<file path="config.mk">
export PLATFORM = sky130hd
export DESIGN_NAME = tagged_event_priority_queue_top
export DESIGN_NICKNAME = d
export VERILOG_FILES = /design/src/rtl/core/tepq_pkg.sv /design/src/rtl/core/tagged_event_priority_queue_top.sv
export SDC_FILE = /design/constraint.sdc
export NUM_CORES = 2
export LEC_CHECK = 0
export ABC_CLOCK_PERIOD_IN_PS = 8150
export BUFFER_PORTS_ARGS = -buffer_cell sky130_fd_sc_hd__buf_4
export CORE_UTILIZATION = 55
export DETAILED_ROUTE_END_ITERATION = 12
export PLACE_DENSITY = 0.69
export SYNTH_ARGS = -nofsm -noshare
export SYNTH_HDL_FRONTEND = slang
export SYNTH_SLANG_ARGS = --single-unit
</file>
<file path="constraint.sdc">
create_clock -name clk -period 8.15 [get_ports clk]
set_input_delay 0 -clock clk [delete_from_list [all_inputs] [get_ports clk]]
set_output_delay 0 -clock clk [all_outputs]
set_load 0.02 [all_outputs]
</file>
<file path="src/rtl/core/tepq_pkg.sv">
// ----------------------------------------------------------------------------
// Tagged event priority queue package
// Operation and status codes, payload structs and the sequencer state type.
// ----------------------------------------------------------------------------
package tepq_pkg;

  typedef enum logic [1:0] {
    OP_APPEND = 2'd0,
    OP_INSERT = 2'd1,
    OP_REMOVE = 2'd2,
    OP_POP    = 2'd3
  } op_t;

  typedef enum logic [1:0] {
    ST_OK       = 2'd0,
    ST_FULL     = 2'd1,
    ST_EMPTY    = 2'd2,
    ST_NOTFOUND = 2'd3
  } status_t;

  typedef struct packed {
    logic [1:0]  op;
    logic [7:0]  event_id;
    logic [31:0] tag_time;
    logic [15:0] tag_microstep;
    logic [7:0]  tag_level;
  } in_item_t;

  typedef struct packed {
    logic [1:0]  status;
    logic [7:0]  out_id;
    logic [31:0] out_time;
    logic [15:0] out_microstep;
    logic [7:0]  out_level;
    logic [4:0]  entry_count;
    logic [31:0] least_time;
  } out_item_t;

  typedef enum logic [2:0] {
    S_IDLE,
    S_SCAN,
    S_SHIFT,
    S_MIN,
    S_DONE
  } fsm_t;

endpackage

</file>
<file path="src/rtl/core/tagged_event_priority_queue_top.sv">
// ----------------------------------------------------------------------------
// Tagged event priority queue top level
// Entries live in one synchronous memory in queue order, head at slot zero.
// A sequencer scans the memory for the position of a sorted insert or remove,
// shifts entries one slot at a time by reading each and writing it one slot
// over, then scans again for the least timestamp. The result stays in an
// output register until taken, and the next transaction is accepted in the
// cycle after that.
// ----------------------------------------------------------------------------
module tagged_event_priority_queue_top
  import tepq_pkg::*;
#(
  parameter int DEPTH   = 16,
  parameter int ID_BITS = 8
) (
  input  logic      clk,
  input  logic      rst_n,
  input  logic      in_valid,
  output logic      in_ready,
  input  in_item_t  in_data,
  output logic      out_valid,
  input  logic      out_ready,
  output out_item_t out_data
);

  localparam int AW = $clog2(DEPTH);
  localparam int CW = $clog2(DEPTH + 1);

  typedef struct packed {
    logic [ID_BITS-1:0] id;
    logic [31:0]        t;
    logic [15:0]        ms;
    logic [7:0]         lv;
  } ent_t;

  ent_t mem [DEPTH];
  ent_t rd_q;
  logic [AW-1:0] rd_addr, wr_addr;
  logic          wr_en;
  ent_t          wr_data;

  always_ff @(posedge clk) begin
    if (wr_en) begin
      mem[wr_addr] <= wr_data;
    end
    rd_q <= mem[rd_addr];
  end

  fsm_t state_r, state_nxt;
  in_item_t  req_r, req_nxt;
  out_item_t res_r, res_nxt;
  logic      out_valid_r, out_valid_nxt;
  logic [CW-1:0] cnt_r, cnt_nxt;
  logic [CW-1:0] idx_r, idx_nxt;
  logic [CW-1:0] pos_r, pos_nxt;
  logic          rdv_r, rdv_nxt;
  logic [CW-1:0] rdi_r, rdi_nxt;
  logic [31:0]   min_r, min_nxt;
  ent_t          carry_r, carry_nxt;
  ent_t          new_ent;
  logic          earlier, last_rd;

  assign new_ent.id = ID_BITS'(req_r.event_id);
  assign new_ent.t  = req_r.tag_time;
  assign new_ent.ms = req_r.tag_microstep;
  assign new_ent.lv = req_r.tag_level;

  always_comb begin
    if (new_ent.t != rd_q.t) earlier = new_ent.t < rd_q.t;
    else if (new_ent.ms != rd_q.ms) earlier = new_ent.ms < rd_q.ms;
    else earlier = new_ent.lv < rd_q.lv;
  end

  assign in_ready  = (state_r == S_IDLE) && !out_valid_r;
  assign out_valid = out_valid_r;
  assign out_data  = res_r;

  always_comb begin
    state_nxt     = state_r;
    req_nxt       = req_r;
    res_nxt       = res_r;
    out_valid_nxt = out_valid_r;
    cnt_nxt       = cnt_r;
    idx_nxt       = idx_r;
    pos_nxt       = pos_r;
    rdv_nxt       = 1'b0;
    rdi_nxt       = rdi_r;
    min_nxt       = min_r;
    carry_nxt     = carry_r;
    rd_addr       = idx_r[AW-1:0];
    wr_addr       = pos_r[AW-1:0];
    wr_en         = 1'b0;
    wr_data       = carry_r;
    last_rd       = 1'b0;
    if (out_valid_r && out_ready) begin
      out_valid_nxt = 1'b0;
    end
    case (state_r)
      S_IDLE: begin
        if (in_valid && in_ready) begin
          req_nxt = in_data;
          res_nxt = '0;
          idx_nxt = '0;
          pos_nxt = cnt_r;
          if (in_data.op == OP_APPEND || in_data.op == OP_INSERT) begin
            if (cnt_r == CW'(DEPTH)) begin
              res_nxt.status = ST_FULL;
              state_nxt = S_DONE;
            end else if (in_data.op == OP_APPEND || cnt_r == '0) begin
              state_nxt = S_SHIFT;
            end else begin
              state_nxt = S_SCAN;
            end
          end else if (cnt_r == '0) begin
            res_nxt.status = ST_EMPTY;
            state_nxt = S_DONE;
          end else begin
            state_nxt = S_SCAN;
          end
          carry_nxt.id = ID_BITS'(in_data.event_id);
          carry_nxt.t  = in_data.tag_time;
          carry_nxt.ms = in_data.tag_microstep;
          carry_nxt.lv = in_data.tag_level;
          if (in_data.op == OP_POP) begin
            pos_nxt = '0;
            idx_nxt = '0;
            state_nxt = (cnt_r == '0) ? S_DONE : S_SHIFT;
          end
        end
      end
      S_SCAN: begin
        rd_addr = idx_r[AW-1:0];
        if (idx_r < cnt_r) begin
          rdv_nxt = 1'b1;
          rdi_nxt = idx_r;
          idx_nxt = idx_r + 1'b1;
        end
        if (rdv_r) begin
          if (req_r.op == OP_INSERT && earlier) begin
            pos_nxt = rdi_r;
            idx_nxt = rdi_r;
            rdv_nxt = 1'b0;
            state_nxt = S_SHIFT;
          end else if (req_r.op == OP_REMOVE && rd_q.id == new_ent.id) begin
            pos_nxt = rdi_r;
            idx_nxt = rdi_r;
            rdv_nxt = 1'b0;
            state_nxt = S_SHIFT;
          end else if (rdi_r + 1'b1 == cnt_r) begin
            rdv_nxt = 1'b0;
            if (req_r.op == OP_INSERT) begin
              pos_nxt = cnt_r;
              state_nxt = S_SHIFT;
            end else begin
              res_nxt.status = ST_NOTFOUND;
              state_nxt = S_DONE;
            end
          end
        end
      end
      S_SHIFT: begin
        // Insert: write carry at pos, carry takes old entry, walk to count.
        // Remove: read pos+1 and write it at pos, first read gives the result.
        if (req_r.op == OP_APPEND || req_r.op == OP_INSERT) begin
          if (!rdv_r) begin
            rd_addr = pos_r[AW-1:0];
            if (pos_r < cnt_r) begin
              rdv_nxt = 1'b1;
            end else begin
              wr_en = 1'b1;
              cnt_nxt = cnt_r + 1'b1;
              idx_nxt = '0;
              min_nxt = '0;
              state_nxt = S_MIN;
            end
          end else begin
            wr_en = 1'b1;
            carry_nxt = rd_q;
            pos_nxt = pos_r + 1'b1;
          end
        end else begin
          if (!rdv_r) begin
            rd_addr = pos_r[AW-1:0];
            rdv_nxt = 1'b1;
            if (pos_r + 1'b1 >= cnt_r) begin
              last_rd = 1'b1;
            end
          end else begin
            if (idx_r == pos_r) begin
              res_nxt.out_id        = 8'(rd_q.id);
              res_nxt.out_time      = rd_q.t;
              res_nxt.out_microstep = rd_q.ms;
              res_nxt.out_level     = rd_q.lv;
            end else begin
              wr_addr = AW'(pos_r - 1'b1);
              wr_data = rd_q;
              wr_en   = 1'b1;
            end
            if (pos_r + 1'b1 >= cnt_r) begin
              cnt_nxt = cnt_r - 1'b1;
              idx_nxt = '0;
              min_nxt = '0;
              state_nxt = S_MIN;
            end else begin
              pos_nxt = pos_r + 1'b1;
            end
          end
        end
        if (last_rd) begin
          idx_nxt = idx_r;
        end
      end
      S_MIN: begin
        rd_addr = idx_r[AW-1:0];
        if (idx_r < cnt_r) begin
          rdv_nxt = 1'b1;
          rdi_nxt = idx_r;
          idx_nxt = idx_r + 1'b1;
        end
        if (rdv_r && (rdi_r == '0 || rd_q.t < min_r)) begin
          min_nxt = rd_q.t;
        end
        if (!rdv_nxt && !(idx_r < cnt_r) && !(rdv_r && idx_r != cnt_r)) begin
          state_nxt = S_DONE;
        end
      end
      S_DONE: begin
        res_nxt.entry_count = 5'(cnt_r);
        res_nxt.least_time  = (rdv_r && (rdi_r == '0 || rd_q.t < min_r)) ? rd_q.t : min_r;
        if (cnt_r == '0) begin
          res_nxt.least_time = '0;
        end
        min_nxt       = res_nxt.least_time;
        out_valid_nxt = 1'b1;
        state_nxt     = S_IDLE;
      end
      default: state_nxt = S_IDLE;
    endcase
  end

  always_ff @(posedge clk) begin
    if (!rst_n) begin
      state_r     <= S_IDLE;
      out_valid_r <= 1'b0;
      cnt_r       <= '0;
      rdv_r       <= 1'b0;
      min_r       <= '0;
    end else begin
      state_r     <= state_nxt;
      out_valid_r <= out_valid_nxt;
      cnt_r       <= cnt_nxt;
      rdv_r       <= rdv_nxt;
      min_r       <= min_nxt;
    end
    req_r   <= req_nxt;
    res_r   <= res_nxt;
    idx_r   <= idx_nxt;
    pos_r   <= pos_nxt;
    rdi_r   <= rdi_nxt;
    carry_r <= carry_nxt;
  end

endmodule

</file>
==> impl_results.md <==
* Final Cycle Share at between 50% and 60%
* Die W at roughly 320 um
* Register area share after synthesis at 73.0%
* Die Area at 102000 sq um
* DR vias at 29700
* Share of layout cells above drive strength 1 at between 20% and 30%
* Hpwl dp at ~73 mm
* Layout Skew at 27.4 ps
* # port buffers at 174
* Post-DRT Antenna Nets at 0
* First-pass GRT wire length at slightly below 200 mm
* Maxcap violations at 0
* Vias/cell at 6.19
* Die H at about 320 um
* Detailed Routing Iterations Pass 1 at 5
* Most common cell after layout, fill and taps aside: edfxtp_1
* Ys async rst share at 0%
* Crit path max fanout at between 60 and 70
* Inserted Clock Buffers at 142
* Drt first-iter violations at ~3000
* Setup tns final at 0 ps
* RSZ-0062 raised after global routing: no
* Synth Area in XOR/XNOR at 0.508%
* Crit Path Class: register to register
* Adder-Cell Fraction of Synth Area at 2.51%
* GP Congestion at 0.874
* Vias in the first global route at 30600
* Post-Syn Area at 55200 sq um
* Largest cells by area after synthesis: edfxtp_1 (69%), mux4_2 (10%), dfxtp_1 (3.8%)
* # setup viols final at 0
* Post-synth EDFFs at 1272
* Initial antenna violation count at 2
* DRC at 0
* CTS sink count at between 1000 and 1500
* Commonest cells after routing, fill and taps aside: edfxtp_1 (1272), mux4_2 (256), buf_4 (235)
* Multi-input logic area at 13800 sq um
* Leakage power at 21.9 nW
* Post-synth cell types at 67
* H-tree Lvls at 4
* Hold WC Path Type: primary input to register
* Worst EP arrival at 5110 ps
* GRT overflow at 0
* Final min period at 4730 ps
* Final Max Tran Viols at 0
* CP endpoint kind: register
* Worst VDD drop at 367 uV
* Mux cell area share after synthesis at 12.0%
* Status: completed
* Hold-fix buffers, CTS at 130
* Reg2reg end: mem[11][20]
* Main flop type after synthesis: edfxtp_1
* GR Util All Layers at between 20% and 30%
* Post-Synth Simple-Gate Area at 4.17%
* Root buffer cell: clkbuf_16
* Largest net degree at the start of global routing at 132
* Hold Path Origin: in_data[39]
* Nets@finish at 3575
* Setup slack, reg-to-reg at 3420 ps
* Yosys top cell by area: edfxtp_1
* # rows at about 120
* Total of cells resized after clock tree synthesis at 0
* Hold path cells at 2
* Reg clk slew, reported paths at 60 ps
* P&R area growth vs syn at 16.1%
* Final Hold Vio Count at 0
* Avg Cell Area, Syn at 18.2 sq um
* Share of the synthesized area in the top cell type at about 69%
* Largest family of logic cells by synthesized area: multiplexers
* Post-CTS Setup Inserts at 0
* IO Pins at 175
* Worst Max-Slew Pin Slew at 1160 ps
* Cells on worst reg2reg path at 11
* Routed wire length at 130 mm
* Post-synthesis compound-gate area fraction at under 10%
* Max-slew headroom at between 20% and 30%
* WL per Instance at between 20 and 30 um
* Register area at 40300 sq um
* Inserted Diodes at 0
* Starting Density at between 50% and 60%
* Clk buf depth at 3
* Required @ worst endpoint at 8530 ps
* Flops & latches, synth at 1378
* WHS Endpoint: new_ent[39]
* Total core area at 98900 sq um
* Worst hold slack at ~37 ps
* Clock latency on the worst-skew pair at about 740 ps
* Fmax at 211 MHz
* RR Startpoint: state_r[0]
* TritonCTS clock tree: yes
* # fillers at ~6600
* Pwr per Cell Area at 396 nW/um^2
* Synthesized instance count at between 3000 and 4000
* Startpoint Class: register
* Post-Syn Nets at ~3200
* Syn. warnings at 0
worst max-delay path, cell delays in order, from the launching register on:
cell	delay [ps]
dfxtp_1	450
inv_2	130
nand3_4	150
buf_4	620
buf_4	760
nor2_1	160
o31ai_1	180
nor2_1	80
a21oi_1	780
nor3_2	110
buf_4	350
buf_4	450
cells by family (layout without fill, tap and decap cells):
| family | Yosys count | in the layout |
|---|---|---|
| XOR/XNOR | 32 | 32 |
| AND/OR/NAND/NOR | 489 | 489 |
| AO/OA/AOI/OAI | 429 | 429 |
| adder cells (fa/ha/maj) | 110 | 110 |
| flip-flops | 1378 | 1378 |
| multiplexers | 334 | 334 |
| buffers and inverters | 262 | 742 |
layer usage:
metal  vias to the layer above  part of all wire [%]  track usage, %
met5                         -                 0.022               0
met1                     15300                    41            35.4
li1                      12800                     -               -
met3                       198                   7.6            4.42
met2                      1342                    49            42.6
met4                         4                   2.5            8.06
through the flow:
step	power [W]	utilization [%]	cells	instance area [sq um]	worst slack [ps]
CTS	0.0255	64.9	4801	64100	3500
detailed placement	0.0188	58.6	4408	58000	3510
finish	0.0254	64.9	4801	64100	3420
global route	0.0265	64.9	4801	64100	3190
global placement	0.0186	58.6	4408	58000	3650
floorplan	0.0162	-	3034	55200	956
Yosys cell counts (all sizes together), types with 12 or more instances:
master / instances
mux4: 256
nand4: 19
inv: 111
a22o: 32
a21boi: 34
o211ai: 12
nand3: 42
a211oi: 73
mux2i: 13
mux2: 65
nor3: 23
ha: 109
a21oi: 44
a31oi: 68
buf: 61
dfxtp: 106
xor2: 13
o21ai: 53
clkbuf: 90
xnor2: 19
nand2: 189
and2: 77
nor2: 102
a21o: 72
edfxtp: 1272
registers in the layout, indices dropped and copies added, names as in the netlist, 3 cells and up:
register,count
carry_r,64
idx_r,5
rdi_r,5
min_r,32
state_r,3
out_data,103
rd_q,64
new_ent,64
mem,1024
pos_r,5
cnt_r,5
worst max path at each step:
stage | slack (ps) | start | endpoint
floorplan | 960 | pos_r[0] | mem[1][0]
CTS | 3500 | state_r[1] | rd_q[62]
detailed placement | 3510 | state_r[1] | rd_q[62]
global route | 3190 | pos_r[3] | mem[4][20]
global placement | 3650 | state_r[1] | rd_q[62]
finish | 3420 | state_r[0] | mem[11][20]
power by group:
group	leakage (nW)	internal [W]	total, W	switching, W
clock	2.36	0.00397	0.00666	0.00269
combinational	7.04	0.00320	0.00836	0.00516
sequential	12.5	0.00974	0.0104	0.000609
total	21.9	0.0169	0.0254	0.00845
layout make-up:
| class | count | area share, % |
|---|---|---|
| flip-flops and latches | 1378 | 62.9 |
| multi-input cells | 1394 | 21.5 |
| clock buffers | 194 | 6.18 |
| repair buffers | 368 | 4.88 |
| well taps | 1287 | 2.51 |
| clock inverters | 69 | 1.37 |
| inverters | 111 | 0.652 |
Note: power is estimated with default switching activity, not from simulation.
